===== config.mk =====
export PLATFORM = sky130hd
export DESIGN_NAME = pending_signal_priority_controller_unit
export DESIGN_NICKNAME = d
export VERILOG_FILES = /design/src/sv/psp_pkg.sv /design/src/sv/psp_ram.sv /design/src/sv/psp_ctl.sv /design/src/sv/pending_signal_priority_controller_unit.sv
export SDC_FILE = /design/constraint.sdc
export NUM_CORES = 1
export LEC_CHECK = 0
export BUFFER_PORTS_ARGS = -buffer_cell sky130_fd_sc_hd__buf_2
export CORE_MARGIN = 1
export CORE_UTILIZATION = 45
export DETAILED_ROUTE_END_ITERATION = 12
export SLEW_MARGIN = 0
export SYNTH_ARGS = -nofsm -noshare
export SYNTH_HDL_FRONTEND = slang
export SYNTH_SLANG_ARGS = --single-unit
export TNS_END_PERCENT = 100

===== constraint.sdc =====
create_clock -name clock -period 5.05 [get_ports clock]
set_clock_uncertainty 0.2 [all_clocks]
set_input_delay 0.2525 -clock clock [delete_from_list [all_inputs] [get_ports clock]]
set_output_delay 0.2525 -clock clock [all_outputs]
set_load 0.05 [all_outputs]

===== src/sv/psp_pkg.sv =====
// shared types, constants and the priority picker of the pending-signal controller
package psp_pkg;

   // number of signals; bit vectors of the item are 32 bits wide
   localparam int NumSignals = 32;
   localparam int SetWidth = 32;
   localparam int SigWidth = 5;
   localparam int CodeWidth = 2;
   localparam int SenderWidth = 16;
   localparam int InfoWidth = CodeWidth + SenderWidth;
   localparam int InfoDepth = 1 << SigWidth;

   localparam logic [SigWidth-1:0] SigKill = SigWidth'(9);
   localparam logic [SigWidth-1:0] SigStop = SigWidth'(19);

   localparam logic [SetWidth-1:0] Unblockable =
      (SetWidth'(1) << SigKill) | (SetWidth'(1) << SigStop);

   // signals that exist; bit 0 is dropped only when the set is narrower than the vector
   localparam logic [SetWidth-1:0] ValidBits = (NumSignals >= SetWidth) ? '1 :
      (((SetWidth'(1) << NumSignals) - SetWidth'(1)) & ~SetWidth'(1));

   // csr byte address width and register index
   localparam int CsrAddrWidth = 3;
   localparam logic CsrIgnoreSet = 1'b0;

   typedef enum logic [2:0] {
      OP_RAISE   = 3'd0,
      OP_DELIVER = 3'd1,
      OP_TAKE    = 3'd2,
      OP_BLOCK   = 3'd3,
      OP_UNBLOCK = 3'd4,
      OP_SETMASK = 3'd5
   } op_type;

   typedef struct packed {
      logic [2:0]             opcode;
      logic [SigWidth-1:0]    signal_number;
      logic [SetWidth-1:0]    signal_set;
      logic [CodeWidth-1:0]   info_code;
      logic [SenderWidth-1:0] sender_id;
   } req_data_type;

   typedef struct packed {
      logic                   found;
      logic [SigWidth-1:0]    taken_signal;
      logic [CodeWidth-1:0]   taken_code;
      logic [SenderWidth-1:0] taken_sender;
      logic                   any_deliverable;
      logic [SetWidth-1:0]    old_mask;
   } rsp_data_type;

   // info memory access issued by the control stage
   typedef struct packed {
      logic                  we;
      logic [SigWidth-1:0]   waddr;
      logic [InfoWidth-1:0]  wdata;
      logic                  re;
      logic [SigWidth-1:0]   raddr;
   } ram_req_type;

   // result stage handed to the output side
   typedef struct packed {
      logic                  strobe;
      logic                  found;
      logic [SigWidth-1:0]   sig;
      logic                  any_deliverable;
      logic [SetWidth-1:0]   old_mask;
   } stage_type;

   // kill first, stop second, then the lowest number above zero; 0 when empty
   function automatic logic [SigWidth-1:0] pick(input logic [SetWidth-1:0] s);
      logic [SigWidth-1:0] idx;
      idx = '0;
      for (int i = SetWidth - 1; i >= 1; i--) begin
         if (s[i]) begin
            idx = SigWidth'(i);
         end
      end
      if (s[SigStop]) begin
         idx = SigStop;
      end
      if (s[SigKill]) begin
         idx = SigKill;
      end
      return idx;
   endfunction

endpackage


===== src/sv/psp_ram.sv =====
// generic single-write, single-read memory with registered read data
module psp_ram #(
   parameter int Width = 8,
   parameter int Depth = 32
) (
   input  logic                     clock,
   input  logic                     we,
   input  logic [$clog2(Depth)-1:0] waddr,
   input  logic [Width-1:0]         wdata,
   input  logic                     re,
   input  logic [$clog2(Depth)-1:0] raddr,
   output logic [Width-1:0]         rdata
);

   logic [Width-1:0] mem_ff [Depth];
   logic [Width-1:0] rdata_ff;

   always_ff @(posedge clock) begin
      if (we) begin
         mem_ff[waddr] <= wdata;
      end
      if (re) begin
         rdata_ff <= mem_ff[raddr];
      end
   end

   assign rdata = rdata_ff;

endmodule


===== src/sv/psp_ctl.sv =====
// pending bits, block mask, priority pick and info memory access
module psp_ctl (
   input  logic                            clock,
   input  logic                            reset,
   input  logic                            accept,
   input  psp_pkg::req_data_type           req,
   input  logic [psp_pkg::SetWidth-1:0]    ignore_set,
   output psp_pkg::ram_req_type            ram_req,
   output psp_pkg::stage_type              stage
);

   logic [psp_pkg::SetWidth-1:0] pending_ff, pending_in;
   logic [psp_pkg::SetWidth-1:0] mask_ff, mask_in;
   psp_pkg::stage_type           stage_ff, stage_in;

   logic [psp_pkg::SetWidth-1:0] set_v;
   logic [psp_pkg::SetWidth-1:0] bit_v;
   logic [psp_pkg::SetWidth-1:0] cand;
   logic [psp_pkg::SigWidth-1:0] pick_sig;
   logic                         take;
   logic                         raise_ok;

   always_comb begin
      set_v = req.signal_set & psp_pkg::ValidBits;
      bit_v = psp_pkg::SetWidth'(1) << req.signal_number;
      raise_ok = (req.signal_number != '0) && ((bit_v & psp_pkg::ValidBits) != '0)
         && ((ignore_set & ~psp_pkg::Unblockable & bit_v) == '0)
         && ((pending_ff & bit_v) == '0);
      pending_in = pending_ff;
      mask_in = mask_ff;
      cand = '0;
      take = 1'b0;
      ram_req = '0;

      case (psp_pkg::op_type'(req.opcode))
         psp_pkg::OP_RAISE: begin
            if (raise_ok) begin
               pending_in = pending_ff | bit_v;
               ram_req.we = accept;
               ram_req.waddr = req.signal_number;
               ram_req.wdata = {req.info_code, req.sender_id};
            end
         end
         psp_pkg::OP_DELIVER: begin
            cand = pending_ff & ~mask_ff;
            take = 1'b1;
         end
         psp_pkg::OP_TAKE: begin
            cand = pending_ff & set_v;
            take = 1'b1;
         end
         psp_pkg::OP_BLOCK:   mask_in = mask_ff | (set_v & ~psp_pkg::Unblockable);
         psp_pkg::OP_UNBLOCK: mask_in = mask_ff & ~set_v;
         psp_pkg::OP_SETMASK: mask_in = set_v & ~psp_pkg::Unblockable;
         default: ;
      endcase

      pick_sig = psp_pkg::pick(cand);
      if (take && (pick_sig != '0)) begin
         pending_in = pending_in & ~(psp_pkg::SetWidth'(1) << pick_sig);
         ram_req.re = accept;
         ram_req.raddr = pick_sig;
      end

      stage_in.strobe = accept;
      stage_in.found = take && (pick_sig != '0);
      stage_in.sig = take ? pick_sig : '0;
      stage_in.any_deliverable = (pending_in & ~mask_in) != '0;
      stage_in.old_mask = mask_ff;
   end

   always_ff @(posedge clock) begin
      if (reset) begin
         pending_ff <= '0;
         mask_ff <= '0;
         stage_ff.strobe <= 1'b0;
      end else begin
         stage_ff.strobe <= stage_in.strobe;
         if (accept) begin
            pending_ff <= pending_in;
            mask_ff <= mask_in;
         end
      end
      stage_ff.found <= stage_in.found;
      stage_ff.sig <= stage_in.sig;
      stage_ff.any_deliverable <= stage_in.any_deliverable;
      stage_ff.old_mask <= stage_in.old_mask;
   end

   assign stage = stage_ff;

endmodule


===== src/sv/pending_signal_priority_controller_unit.sv =====
// top level of the pending-signal priority controller
//
// one item per clock: busy stays low, an item accepted on one edge shows its
// result on rsp_data for exactly one cycle with rsp_strobe high, in the cycle
// after, and the next item may be started in that same cycle. the result is
// registered, as is the read of the 32-entry info memory, which holds
// the code and sender stored when each signal became pending; pending bits
// and the block mask live in flip-flops and are updated on the accepting
// edge, so every item sees the effect of the one before it. a raise writes
// the info memory on its accepting edge and a take reads it on its own,
// so the two never meet on one edge and no forwarding is needed. info
// entries are not cleared by reset; an entry is only read while its pending
// bit is set. ignore_set sits at byte address 0 of the csr port; the user
// must write it only while no item is in flight; the block does not enforce it.
module pending_signal_priority_controller_unit (
   input  logic                              clock,
   input  logic                              reset,
   // command channel
   input  logic                              start,
   output logic                              busy,
   input  psp_pkg::req_data_type             req_data,
   // result channel
   output logic                              rsp_strobe,
   output psp_pkg::rsp_data_type             rsp_data,
   // csr port
   input  logic                              csr_psel,
   input  logic                              csr_penable,
   input  logic                              csr_pwrite,
   input  logic [psp_pkg::CsrAddrWidth-1:0]  csr_paddr,
   input  logic [psp_pkg::SetWidth-1:0]      csr_pwdata,
   output logic [psp_pkg::SetWidth-1:0]      csr_prdata,
   output logic                              csr_pready
);

   logic [psp_pkg::SetWidth-1:0]  ignore_ff;
   logic                          accept;
   logic                          csr_hit;
   psp_pkg::ram_req_type          ram_req;
   psp_pkg::stage_type            stage;
   logic [psp_pkg::InfoWidth-1:0] info_rdata;

   // never stalls the command side
   assign busy = 1'b0;
   assign accept = start && !busy;

   // csr: one register, word address taken from paddr[2]
   assign csr_pready = 1'b1;
   assign csr_hit = (csr_paddr[2] == psp_pkg::CsrIgnoreSet);

   always_ff @(posedge clock) begin
      if (reset) begin
         ignore_ff <= '0;
      end else if (csr_psel && csr_penable && csr_pwrite && csr_pready && csr_hit) begin
         ignore_ff <= csr_pwdata;
      end
   end

   assign csr_prdata = csr_hit ? ignore_ff : '0;

   // pending/mask state and pick
   psp_ctl u_ctl (
      .clock      (clock),
      .reset      (reset),
      .accept     (accept),
      .req        (req_data),
      .ignore_set (ignore_ff),
      .ram_req    (ram_req),
      .stage      (stage)
   );

   // per-signal info store: {code, sender}
   psp_ram #(
      .Width (psp_pkg::InfoWidth),
      .Depth (psp_pkg::InfoDepth)
   ) u_info_ram (
      .clock (clock),
      .we    (ram_req.we),
      .waddr (ram_req.waddr),
      .wdata (ram_req.wdata),
      .re    (ram_req.re),
      .raddr (ram_req.raddr),
      .rdata (info_rdata)
   );

   // result beat: info fields only count when something was taken
   always_comb begin
      rsp_strobe = stage.strobe;
      rsp_data.found = stage.found;
      rsp_data.taken_signal = stage.sig;
      rsp_data.taken_code = stage.found ?
         info_rdata[psp_pkg::InfoWidth-1:psp_pkg::SenderWidth] : '0;
      rsp_data.taken_sender = stage.found ? info_rdata[psp_pkg::SenderWidth-1:0] : '0;
      rsp_data.any_deliverable = stage.any_deliverable;
      rsp_data.old_mask = stage.old_mask;
   end

endmodule


==> flow_summary_export.csv <==
group,metric,value,unit
outcome,status,"completed",
timing,setup_violations,0,
clock_tree,clock_sinks,730,
pwr,powerDensity,335,nW/µm²
floorplanning,initial_core_util,0.455,
timing,finalCriticalPeriod,4.69,ns
hold_path,hold_class,"input pin to flop",
route,drcViolationCount,0,
floorplanning,placementRows,98,
clock_tree,cts_resized,0,
clock_tree,root_buffer,"clkbuf_16",
clock_tree,clock_latency,0.65,ns
clock_tree,cts-buffers-inserted,79,
route,dr_total_vias,23800,
synth,syn_inst,2624,
global_routing,grt_overflow,0,
synth,synth_edf_count,594,
synth,avgSynthCellArea,12.4,µm²
placed_design,globalplace.congestion,0.971,
finish,final_common_cell,"edfxtp_1",
worst_setup_path,start_kind,"input pin",
pwr,vdd_drop_max,0.342,mV
synth,ys_async_sr_fraction,0,
timing,max-slew-margin-rel,0.139,
synth,syn_area,32400,µm²
finish,multi_input_area,11000,µm²
finish,stdcell_count,3966,
global_routing,first_global_vias,23200,
finish,nFillCells,6015,
route,drt-vias-per-instance,6.00,
worst_setup_path,crit_arrival,4.80,ns
clock_tree,cts_tree,"done",
finish,layout_common_cells,"edfxtp_1 (594), nand2_1 (247), buf_2 (185)",
clock_tree,cts_buffer_depth,3,
timing,rsz0062_at_grt,"false",
synth,ys_ff_latch,730,
synth,synth_top_area_cell,"edfxtp_1",
clock_tree,cts_setup_buffers,0,
floorplanning,core,71400,µm²
worst_setup_path,crit_chain,"dlygate4sd3_1, buf_2, nor3_1, o211a_1, a2111oi_0, o2111ai_1, buf_4, nor4_2, nand2_1, nor3_2, buf_4",
timing,fmax,213,MHz
synth,synth_top_area_frac,0.550,
worst_setup_path,worstSetupPathType,"input pin to flop",
clock_tree,path_clk_slew,0.06,ns
placed_design,portBuffers,186,
route,routedWlPerCell,26.9,µm
global_routing,grt_util_all_layers,0.287,
floorplanning,die-area,73200,µm²
timing,hold_violations,0,
timing,fin_setup_tns,0,ns
clock_tree,hold_buffers,60,
finish,diodes,0,
clock_tree,htree_levels,3,
route,drtIter0Drc,2204,
worst_setup_path,crit_fanout,23,
worst_setup_path,endpoint_kind,"flop",
worst_setup_path,crit_required,5.16,ns
floorplanning,ios,191,
floorplanning,die_y,271,µm
synth,synth.yosys.seq_area_share,0.634,
global_routing,grt_max_degree,99,
placed_design,dp_hpwl,68800,µm
finish,final_util,0.548,
finish,nets,3052,
timing,slew_viol_final,0,
finish,syn2layout_area_growth,20.5,%
route,ant_nets,0,
route,firstDrtPassIters,6,
timing,tightest_slew,1.29,ns
timing,period_share,0.929,
synth,synthFlopType,"edfxtp_1",
synth,synth_area_leaders,"edfxtp_1 (55%), dfxtp_1 (8.4%), mux2i_1 (3.8%), o211ai_1 (3.1%), nand2_1 (2.9%)",
placed_design,place_inst,3762,
pwr,p_leak,15.0,nW
flow_run,maxCapViolCount,0,
synth,synth_cell_type_count,87,
finish,seq_area,20600,µm²
worst_setup_path,cp_common_cell,"buf_4",
finish,drive_gt1_frac,0.202,
floorplanning,chipWidth,271,µm
synth,ys_warn_count,0,
timing,holdWs,0.0458,ns
global_routing,grt_pass1_wl,154000,µm
global_routing,antenna_found_initial,0,
pwr,power,13.1,mW
worst_setup_path,cpMaxStageDelayCell,"nor4_2",
worst_setup_path,cp_slowest_stage_delay,0.78,ns
route,totalWireLength,107000,µm
## worst max-delay path: cells and delay by family
family / cells / cell delay [ns]
compound gates: 3 / 1.10
simple gates: 4 / 1.99
buf+inv: 4 / 1.44
## final timing paths
kind	cells after the start	startpoint	slack (ns)	end
setup reg to reg	9	u_ctl.pending_ff[15]$_SDFFE_PP0P_	0.67	u_info_ram.mem_ff[30][5]$_DFFE_PP_
setup / recovery	11	req_data[50]	0.36	u_info_ram.mem_ff[30][5]$_DFFE_PP_
hold / removal	5	csr_penable	0.05	ignore_ff[21]$_SDFFE_PP0P_
hold reg to reg	0	u_ctl.mask_ff[20]$_SDFFE_PP0P_	0.19	u_ctl.stage[20]$_DFF_P_
## synth_stat cells (all sizes together) (6+ instances only)
cell       n
a211oi    54
o22a      15
a41oi     24
clkbuf   124
a21oi     73
mux2i    124
edfxtp   594
nor3      35
and3      86
nor4      20
nor2b     71
o211ai   136
and2      45
nand2b    13
a2111oi    6
a31oi     22
nand3     81
or3b       9
o21a      12
nor3b     25
a21o      25
nand3b     8
and3b     26
a222oi    23
a41o      21
dfxtp    136
a22oi     14
a31o       6
o21ai    112
buf       65
o22ai      7
nand2    248
nor2     112
o2111ai    9
or2        7
mux2      67
inv       76
o221ai     6
## per-layer routing
layer  GRT usage  wire [µm]  vias to the layer above
li1            -          -                    10700
met1       0.369      43800                    11900
met2       0.481      51800                      931
met3      0.0387       5830                      228
met4       0.133       5210                        0
met5           0          0                        -
## kinds of logic after synthesis
group | synth area share
compound gates | 0.139
xor+xnor | 0.000270
buf+inv | 0.0348
flops | 0.634
mux | 0.0629
other cells | 0.000231
simple gates | 0.129
## registers in the layout, summed over array words and instances, names as in the netlist
signal	cells
ignore_ff	32
u_info_ram.mem_ff	576
u_ctl.stage	40
u_ctl.mask_ff	32
u_ctl.pending_ff	32
u_info_ram.rdata	18
## per-stage QoR
| stage | worst slack (ns) | area, µm² |
|---|---|---|
| after floorplan | 0.611 | 32500 |
| after global placement | 0.270 | 35800 |
| after detailed placement | 0.153 | 35800 |
| after CTS | 0.508 | 39100 |
| after global routing | 0.241 | 39100 |
| final | 0.361 | 39100 |
## report_power, final
part	leakage [nW]	switching, mW	internal [mW]	total [mW]
Clock	1.28	2.44	3.43	5.86
Sequential	7.70	0.0398	6.51	6.55
Combinational	5.99	0.452	0.220	0.672
## layout make-up
cell class	count	share of cell area
flip-flops and latches	730	0.526
multi-input cells	1646	0.281
repair buffers	419	0.0868
clock buffers	103	0.0544
well taps	950	0.0304
clock inverters	41	0.0138
inverters	77	0.00758
Note: power is estimated with default switching activity, not from simulation.
